$ cat src/rtl/wjd_pkg.sv
// ----------------------------------------------------------------------------
// wjd_pkg: shared types and constants for the weighted Jaccard distance block
// Field widths, fixed-point formats and request payload structs.
// ----------------------------------------------------------------------------
package wjd_pkg;

  localparam int COUNT_WIDTH      = 17;
  localparam int USER_INDEX_WIDTH = 16;

  localparam int INDEX_WIDTH = 16;   // fixed port width of user indexes
  localparam int COEF_WIDTH  = 24;   // unsigned Q8.16
  localparam int FRAC_BITS   = 16;
  localparam int RATIO_WIDTH = 2 * FRAC_BITS;   // unsigned Q16.16
  localparam int SUM_WIDTH   = 56;   // unsigned Q40.16
  localparam int DIST_WIDTH  = 32;   // signed Q16.16

  localparam int IDX_KEEP = (USER_INDEX_WIDTH < INDEX_WIDTH) ? USER_INDEX_WIDTH : INDEX_WIDTH;
  localparam logic [INDEX_WIDTH-1:0] IDX_MASK =
    INDEX_WIDTH'((33'd1 << IDX_KEEP) - 33'd1);

  localparam logic [SUM_WIDTH-1:0] ONE_Q16 = SUM_WIDTH'(64'h0000_0000_0001_0000);
  // largest quotient whose distance still fits: 2^31 + 1.0
  localparam logic [SUM_WIDTH-1:0] Q_LIMIT = SUM_WIDTH'(64'h0000_0000_8001_0000);
  localparam logic [DIST_WIDTH-1:0] DIST_MIN = {1'b1, {(DIST_WIDTH-1){1'b0}}};

  localparam int STEP_CNT_W = $clog2(SUM_WIDTH);

  typedef struct packed {
    logic [INDEX_WIDTH-1:0] user_a_index;
    logic [INDEX_WIDTH-1:0] user_b_index;
    logic                   a_present;
    logic                   b_present;
    logic [COEF_WIDTH-1:0]  coef_a;
    logic [COEF_WIDTH-1:0]  coef_b;
    logic [COEF_WIDTH-1:0]  popularity;
    logic                   last_article;
  } in_item_t;

  typedef struct packed {
    logic [INDEX_WIDTH-1:0]       pair_a;
    logic [INDEX_WIDTH-1:0]       pair_b;
    logic signed [DIST_WIDTH-1:0] distance;
    logic                         union_empty;
    logic                         value_clipped;
  } out_item_t;

endpackage

$ cat src/rtl/weighted_jaccard_distance.sv
// ----------------------------------------------------------------------------
// weighted_jaccard_distance: weighted Jaccard distance of one user pair
// Accumulates ratio-weighted popularity and union count over articles and
// emits 1 - sum / union as signed Q16.16 on the last article of a pair.
// ----------------------------------------------------------------------------
// Usage: feed the articles of one user pair as input requests, the last one
// flagged with last_article; exactly one result request follows the last
// article. The block handles one article at a time. An article where both
// users are present is accepted, runs the bit-serial coefficient divider
// (one quotient bit per cycle, each bit folded straight into a shift-add
// multiply by the popularity) and is accumulated. An article where at most
// one user is present is accepted and then accumulated. The last article
// adds the bit-serial sum / union division (one bit per cycle over the
// 56-bit sum, skipped when the union is empty) and then loads the output
// register once it is free. Results wait in that output register, so new
// articles of the next pair are accepted while a result is still pending.
// Zero or very small coefficients saturate the ratio to 2^32-1 and set
// value_clipped, as do sum, count and distance saturation.
// ----------------------------------------------------------------------------
module weighted_jaccard_distance (
  input  logic               clk,
  input  logic               rst_n,
  input  logic               in_valid,
  output logic               in_ready,
  input  wjd_pkg::in_item_t  in_data,
  output logic               out_valid,
  input  logic               out_ready,
  output wjd_pkg::out_item_t out_data
);

  localparam int CW = wjd_pkg::COUNT_WIDTH;
  localparam int KW = wjd_pkg::COEF_WIDTH;
  localparam int RW = wjd_pkg::RATIO_WIDTH;
  localparam int SW = wjd_pkg::SUM_WIDTH;
  localparam int FB = wjd_pkg::FRAC_BITS;
  localparam int NW = wjd_pkg::STEP_CNT_W;

  typedef enum logic [2:0] {
    ST_IDLE,
    ST_DIV,    // ratio divider + serial multiply
    ST_ACC,    // accumulate term and union count
    ST_FDIV,   // sum / union divider
    ST_EMIT    // load result into output register
  } state_t;

  state_t state_r;

  // accumulated pair state
  logic [SW-1:0] sum_r;
  logic [CW-1:0] union_r;
  logic          clip_r;

  // current article
  logic [wjd_pkg::INDEX_WIDTH-1:0] pair_a_r, pair_b_r;
  logic          both_r, any_r, last_r, force_r;
  logic [KW-1:0] lo_r, pop_r, rem_r;
  logic [RW-1:0] dvd_r;
  logic [SW-1:0] prod_r;
  logic [NW-1:0] cnt_r;

  // final divider
  logic [SW-1:0] fq_r;
  logic [CW-1:0] frem_r;

  // output register
  logic               out_valid_r;
  wjd_pkg::out_item_t out_data_r;

  // ---- combinational datapath ----
  logic [KW-1:0] hi_c, lo_c;
  logic          sat_c;
  logic [KW:0]   trial, diff;
  logic          ge, qbit;
  logic [KW-1:0] rem_nxt;
  logic [SW-1:0] prod_nxt;
  logic [SW:0]   sum_add;
  logic [SW-1:0] sum_nxt;
  logic [CW-1:0] union_nxt;
  logic          clip_nxt;
  logic [CW:0]   ftrial, fdiff;
  logic          fge;
  logic [CW-1:0] frem_nxt;
  logic          union_zero, q_over;
  logic [wjd_pkg::DIST_WIDTH-1:0] dist_c;
  logic          slot_free;

  always_comb begin
    // ratio setup: max/min, saturate when max >= min * 2^16 (covers min == 0)
    hi_c  = (in_data.coef_a > in_data.coef_b) ? in_data.coef_a : in_data.coef_b;
    lo_c  = (in_data.coef_a > in_data.coef_b) ? in_data.coef_b : in_data.coef_a;
    sat_c = lo_c <= KW'(hi_c >> FB);

    // restoring divide step, one quotient bit
    trial   = {rem_r, dvd_r[RW-1]};
    diff    = trial - {1'b0, lo_r};
    ge      = trial >= {1'b0, lo_r};
    qbit    = force_r | ge;
    rem_nxt = ge ? diff[KW-1:0] : trial[KW-1:0];
    // quotient arrives MSB first: product = product * 2 + qbit * popularity
    prod_nxt = {prod_r[SW-2:0], 1'b0} + (qbit ? SW'(pop_r) : '0);

    // accumulate with saturation
    sum_add   = {1'b0, sum_r} + (SW+1)'(prod_r >> FB);
    sum_nxt   = sum_r;
    union_nxt = union_r;
    clip_nxt  = clip_r;
    if (both_r) begin
      if (sum_add[SW]) begin
        sum_nxt  = '1;
        clip_nxt = 1'b1;
      end else begin
        sum_nxt = sum_add[SW-1:0];
      end
    end
    if (any_r) begin
      if (&union_r) begin
        clip_nxt = 1'b1;
      end else begin
        union_nxt = union_r + CW'(1);
      end
    end

    // final divide step, quotient shifts into fq_r
    ftrial   = {frem_r, fq_r[SW-1]};
    fdiff    = ftrial - {1'b0, union_r};
    fge      = ftrial >= {1'b0, union_r};
    frem_nxt = fge ? fdiff[CW-1:0] : ftrial[CW-1:0];

    // distance
    union_zero = (union_r == '0);
    q_over     = fq_r > wjd_pkg::Q_LIMIT;
    if (union_zero) begin
      dist_c = '0;
    end else if (q_over) begin
      dist_c = wjd_pkg::DIST_MIN;
    end else begin
      dist_c = wjd_pkg::DIST_WIDTH'(wjd_pkg::ONE_Q16 - fq_r);
    end

    slot_free = !out_valid_r || out_ready;
  end

  assign in_ready  = (state_r == ST_IDLE);
  assign out_valid = out_valid_r;
  assign out_data  = out_data_r;

  always_ff @(posedge clk) begin
    if (!rst_n) begin
      state_r     <= ST_IDLE;
      out_valid_r <= 1'b0;
      sum_r       <= '0;
      union_r     <= '0;
      clip_r      <= 1'b0;
    end else begin
      // the emit step reloads the output register itself
      if (out_valid_r && out_ready && state_r != ST_EMIT) begin
        out_valid_r <= 1'b0;
      end
      case (state_r)
        ST_IDLE: begin
          if (in_valid) begin
            pair_a_r <= in_data.user_a_index & wjd_pkg::IDX_MASK;
            pair_b_r <= in_data.user_b_index & wjd_pkg::IDX_MASK;
            both_r   <= in_data.a_present & in_data.b_present;
            any_r    <= in_data.a_present | in_data.b_present;
            last_r   <= in_data.last_article;
            force_r  <= sat_c;
            lo_r     <= lo_c;
            pop_r    <= in_data.popularity;
            rem_r    <= KW'(hi_c >> FB);
            dvd_r    <= {hi_c[FB-1:0], {FB{1'b0}}};
            prod_r   <= '0;
            cnt_r    <= NW'(RW - 1);
            if (in_data.a_present && in_data.b_present) begin
              if (sat_c) begin
                clip_r <= 1'b1;
              end
              state_r <= ST_DIV;
            end else begin
              state_r <= ST_ACC;
            end
          end
        end
        ST_DIV: begin
          rem_r  <= rem_nxt;
          dvd_r  <= {dvd_r[RW-2:0], 1'b0};
          prod_r <= prod_nxt;
          cnt_r  <= cnt_r - NW'(1);
          if (cnt_r == '0) begin
            state_r <= ST_ACC;
          end
        end
        ST_ACC: begin
          sum_r   <= sum_nxt;
          union_r <= union_nxt;
          clip_r  <= clip_nxt;
          fq_r    <= sum_nxt;
          frem_r  <= '0;
          cnt_r   <= NW'(SW - 1);
          if (!last_r) begin
            state_r <= ST_IDLE;
          end else if (union_nxt == '0) begin
            state_r <= ST_EMIT;
          end else begin
            state_r <= ST_FDIV;
          end
        end
        ST_FDIV: begin
          frem_r <= frem_nxt;
          fq_r   <= {fq_r[SW-2:0], fge};
          cnt_r  <= cnt_r - NW'(1);
          if (cnt_r == '0) begin
            state_r <= ST_EMIT;
          end
        end
        ST_EMIT: begin
          if (slot_free) begin
            out_valid_r                <= 1'b1;
            out_data_r.pair_a          <= pair_a_r;
            out_data_r.pair_b          <= pair_b_r;
            out_data_r.distance        <= dist_c;
            out_data_r.union_empty     <= union_zero;
            out_data_r.value_clipped   <= clip_r | (!union_zero & q_over);
            sum_r   <= '0;
            union_r <= '0;
            clip_r  <= 1'b0;
            state_r <= ST_IDLE;
          end
        end
        default: begin
          state_r <= ST_IDLE;
        end
      endcase
    end
  end

`ifndef SYNTH
  // a result only appears out of the emit step
  a_rose_from_emit: assert property (@(posedge clk) disable iff (!rst_n)
    $rose(out_valid) |-> $past(state_r == ST_EMIT))
    else $error("result appeared outside emit step");

  // never divide the sum by an empty union
  a_fdiv_nonzero: assert property (@(posedge clk) disable iff (!rst_n)
    (state_r == ST_FDIV) |-> (union_r != '0))
    else $error("final division with zero union");

  // empty union reports zero distance
  a_empty_zero: assert property (@(posedge clk) disable iff (!rst_n)
    (out_valid && out_data.union_empty) |-> (out_data.distance == '0))
    else $error("empty union with nonzero distance");

  // accumulated state is cleared once a result is loaded
  a_clear_after_emit: assert property (@(posedge clk) disable iff (!rst_n)
    (state_r == ST_EMIT && slot_free) |=> (union_r == '0 && sum_r == '0 && !clip_r))
    else $error("pair state not cleared after result");
`endif

endmodule

$ cat config.mk
export PLATFORM = sky130hd
export DESIGN_NAME = weighted_jaccard_distance
export DESIGN_NICKNAME = d
export VERILOG_FILES = /design/src/rtl/wjd_pkg.sv /design/src/rtl/weighted_jaccard_distance.sv
export SDC_FILE = /design/constraint.sdc
export NUM_CORES = 1
export LEC_CHECK = 0
export ABC_CLOCK_PERIOD_IN_PS = 5580
export BUFFER_PORTS_ARGS = -buffer_cell sky130_fd_sc_hd__buf_2
export CELL_PAD_IN_SITES_DETAIL_PLACEMENT = 0
export CELL_PAD_IN_SITES_GLOBAL_PLACEMENT = 2
export CORE_MARGIN = 1
export CORE_UTILIZATION = 36
export CTS_CLUSTER_DIAMETER = 40
export DETAILED_ROUTE_END_ITERATION = 7
export GPL_ROUTABILITY_DRIVEN = 0
export PLACE_DENSITY = 0.84
export SLEW_MARGIN = 20
export SYNTH_ARGS = -nofsm -noshare
export SYNTH_HDL_FRONTEND = slang
export SYNTH_SLANG_ARGS = --single-unit
$ cat constraint.sdc
create_clock -name clk -period 5.58 [get_ports clk]
set_clock_uncertainty 0.05 [all_clocks]
set_input_delay 0.558 -clock clk [delete_from_list [all_inputs] [get_ports clk]]
set_output_delay 0.558 -clock clk [all_outputs]
set_load 0.02 [all_outputs]
==> Flow_metrics.wiki <==
{| class="wikitable"
! Metric !! Value
|-
| Smallest setup slack after layout || 0.266 ns
|-
| Post-CTS clock slew at the launch and capture registers of the worst setup and hold paths || 0.05 ns
|-
| Fin cells || 3562
|-
| Clock sink count || 403
|-
| CTS max path bufs || 3
|-
| Total via count in the routed design || 18900
|-
| Die area || 0.0671 mm²
|-
| Register area share after synthesis || 47.6%
|-
| Number of different library cells in the post-synthesis netlist || 83
|-
| Number of antenna violations at the first check in global routing || 1
|-
| EDFF count, synth || 325
|-
| Share of the synthesized area in the top cell type || 41.0%
|-
| Sort of element at the end of the critical path || register
|-
| I/O Buffers || 178
|-
| DR DRC count || 0
|-
| Largest net degree at the start of global routing || 73
|-
| Final setup vio count || 0
|-
| Via count of the first global-routing pass || 18500
|-
| LEAKAGE || 0.0115 µW
|-
| Top-level I/O count || 179
|-
| Dpl ws || -0.275 ns
|-
| Startpoint type of the worst setup path || register
|-
| Share of post-route cells with drive strength above 1 || 15.4%
|-
| Switching part of the total power || 29.3%
|-
| Post-route fraction of the period consumed by the critical path || 95.2%
|-
| Number of rows in the core area || 93
|-
| Total net switching power || 3090 µW
|-
| Antenna Violating Nets Remaining || 0
|-
| DRC marker count from the first detailed-route iteration || 1230
|-
| Unrepaired setup endpoints after global routing || true
|-
| Highest clock rate || 188 MHz
|-
| Die Y || 259 µm
|-
| Tightest hold margin || 0.0500 ns
|-
| Placed instance area || 0.0258 mm²
|-
| Final critical delay including setup and external delays || 5.31 ns
|-
| Synth Instances || 2426
|-
| Warning count from the yosys run || 0
|-
| First-pass GRT wire length || 100000 µm
|-
| Detailed-placement wirelength estimate || 45200 µm
|-
| Result of the run || finished clean
|-
| Predominant post-synthesis flop cell || edfxtp_1
|-
| Hold Violations, Final || 0
|-
| Detailed-route vias per instance || 5.31
|-
| Largest area contributor in the netlist || edfxtp_1
|-
| Transition time at the pin with the least slew margin || 1.01 ns
|-
| Number of slew-limit violations in the final report || 0
|-
| Maximum resistive drop on vdd || 0.254 mV
|-
| Relative contribution of combinational cells to total power || 17.3%
|-
| Fraction of power consumed by the clock network || 47.7%
|-
| Post-synth net total || 2682
|-
| Power per standard cell area || 368 mW/mm²
|-
| Worst Path Class, Setup || reg -> reg
|-
| Total iterations of the first detailed-routing run || 5
|-
| Register bit total from synthesis || 403
|-
| Pint || 7460 µW
|-
| Peak fanout along the critical path || 9
|-
| Max-cap violations || 0
|-
| Flop pwr share || 35.0%
|-
| Endpoint arrival time on the critical path || 5.63 ns
|-
| Final nets || 2893
|-
| Drt wl/cell || 17.7 µm
|-
| Worst-Skew Late Latency || 0.64 ns
|-
| CP Data Required Time || 5.89 ns
|-
| Global-route congestion overflow total || 0
|-
| Worst rel slew slack || 32.3%
|-
| Chip width || 259 µm
|-
| Async set or reset register ratio after synthesis || 0%
|-
| Htree depth || 3
|-
| Mapped Area || 0.0238 mm²
|-
| Average cell area after synthesis || 9.80 µm²
|-
| Area of the placeable core || 0.0648 mm²
|-
| Gr usage total || 18.6%
|-
| Growth of design area from synthesis to finish || 20.7%
|-
| Cell count after placement || 3406
|-
| Cell area after layout || 0.0287 mm²
|-
| Effective utilization at floorplan || 36.7%
|-
| CTS tree || built
|-
| Routed wire length || 63000 µm
|-
| Type of the worst min-delay path || in -> reg
|-
| Top post-synthesis cells by area || edfxtp_1 41%, ha_1 7.4%, dfxtp_1 6.6%
|-
| Layout Utilization || 44.3%
|-
| CTS Root Cell || clkbuf_16
|-
| Number of hold buffers added after cts || 0
|-
| Total clock buffers created by CTS || 83
|}
-- metal layers --
| metal | share of wire [%] | vias up | track usage (%) |
|---|---|---|---|
| li1 | - | 9355 | - |
| met1 | 47 | 9005 | 25.7 |
| met2 | 45 | 455 | 29.5 |
| met3 | 5.0 | 116 | 3.04 |
| met4 | 2.5 | 0 | 6.66 |
| met5 | 0 | - | 0 |
-- power by group through the flow --
stage / registers [µW] / logic, µW / clock network (µW)
after floorplan: 3690 / 1310 / 0
after global placement: 3740 / 1770 / 0
after detailed placement: 3750 / 1800 / 0
after CTS: 3700 / 1810 / 5150
after global routing: 3720 / 2040 / 5290
final: 3700 / 1820 / 5040
-- synthesized netlist by cell type, types with 19 or more instances --
master / number
mux2i_1: 53
ha_1: 141
xnor2_1: 80
a211oi_1: 19
edfxtp_1: 325
a21oi_1: 136
nand4_1: 29
o21ai_0: 204
dfxtp_1: 78
nand2_1: 233
and3_1: 35
nor2b_1: 38
nor2_1: 262
a21o_1: 80
a31oi_1: 32
clkbuf_1: 77
o21a_1: 22
nand3_1: 53
inv_1: 109
nor3_1: 55
nor4_1: 29
xor2_1: 76
-- metrics by stage --
stage          power, µW  setup TNS, ns
2_1_floorplan       5000              0
3_3_place_gp        5520          -1.02
3_5_place_dp        5550          -4.39
4_1_cts            10700              0
5_1_grt            11000        -0.0600
6_report           10600              0
-- logic make-up (layout without fill, tap and decap cells) --
family                   Yosys count  after routing  synth area share, %
AO/OA/AOI/OAI                    636            636                 16.8
XOR/XNOR                         156            156                 5.74
adder cells (fa/ha/maj)          145            145                 7.75
buffers and inverters            206            486                 3.34
flip-flops                       403            403                 47.6
multiplexers                      56             56                 2.37
other                              0              1                    0
AND/OR/NAND/NOR                  824            824                 16.4
-- area by class of cell --
type	count	area, µm²
Fill cell	6207	36100
Multi-Input combinational cell	1817	11800
Sequential cell	403	11300
Clock buffer	92	2110
Timing Repair Buffer	222	1230
Tap cell	855	1070
Clock inverter	62	761
Inverter	110	413
Antenna cell	1	2.50
-- what timing repair did --
item | 4_1_cts | 5_1_grt
endpoints found under the setup margin | 32 | 33
setup buffers | 0 | 1
pin swaps | 0 | 2
gates resized for setup | 5 | 12
-- placed cells by master (no fill, tap or decap), types with 12 or more instances in the layout --
cell type / instances
edfxtp_1: 325
nor2_1: 258
nand2_1: 232
o21ai_0: 198
buf_2: 178
ha_1: 141
a21oi_1: 135
inv_1: 109
clkbuf_16: 83
xnor2_1: 80
a21o_1: 78
dfxtp_1: 78
xor2_1: 76
nand3_1: 53
mux2i_1: 53
nor3_1: 49
buf_4: 43
nor2b_1: 38
and3_1: 34
a31oi_1: 31
nand4_1: 29
nor4_1: 29
o21a_1: 22
a211oi_1: 18
nand2b_1: 16
o31ai_1: 16
or3_1: 14
and2_1: 13
o211ai_1: 12
-- critical path, cell delays in order (launching register included) --
cell	delay (ns)
edfxtp_1	0.41
ha_1	0.31
a21o_1	0.17
or3_1	0.33
o21ai_1	0.18
a21o_1	0.18
a31oi_1	0.12
a221oi_2	0.30
o21ai_2	0.11
nor2_4	0.16
buf_4	0.19
nor2b_1	0.05
ha_1	0.29
inv_1	0.07
o21bai_1	0.15
a21o_1	0.14
a21o_1	0.14
nor2_1	0.08
a2111oi_4	0.36
buf_4	0.17
nor3_2	0.04
o31a_1	0.37
buf_4	0.22
nor3_1	0.24
xnor2_1	0.15
nor2_1	0.05
-- final timing paths --
kind                            slack (ns)  cells after the start                        to                   from
worst min-delay path                  0.05                      1        pop_r[6]$_DFFE_PP_             in_data[7]
worst min register to register        0.36                      0    out_data[42]$_DFFE_PP_  pair_b_r[8]$_DFFE_PP_
worst max register to register        0.27                     25  prod_r[30]$_SDFFCE_PN0P_     rem_r[3]$_DFFE_PP_
worst max-delay path                  0.27                     25  prod_r[30]$_SDFFCE_PN0P_     rem_r[3]$_DFFE_PP_
-- flip-flops by register name, indices dropped and copies added, names as in the netlist, 24 cells and up --
| name | count |
|---|---|
| rem_r | 24 |
| lo_r | 24 |
| fq_r | 56 |
| prod_r | 56 |
| sum_r | 56 |
| out_data | 66 |
| pop_r | 24 |
Power figures use the tool's default switching activity.
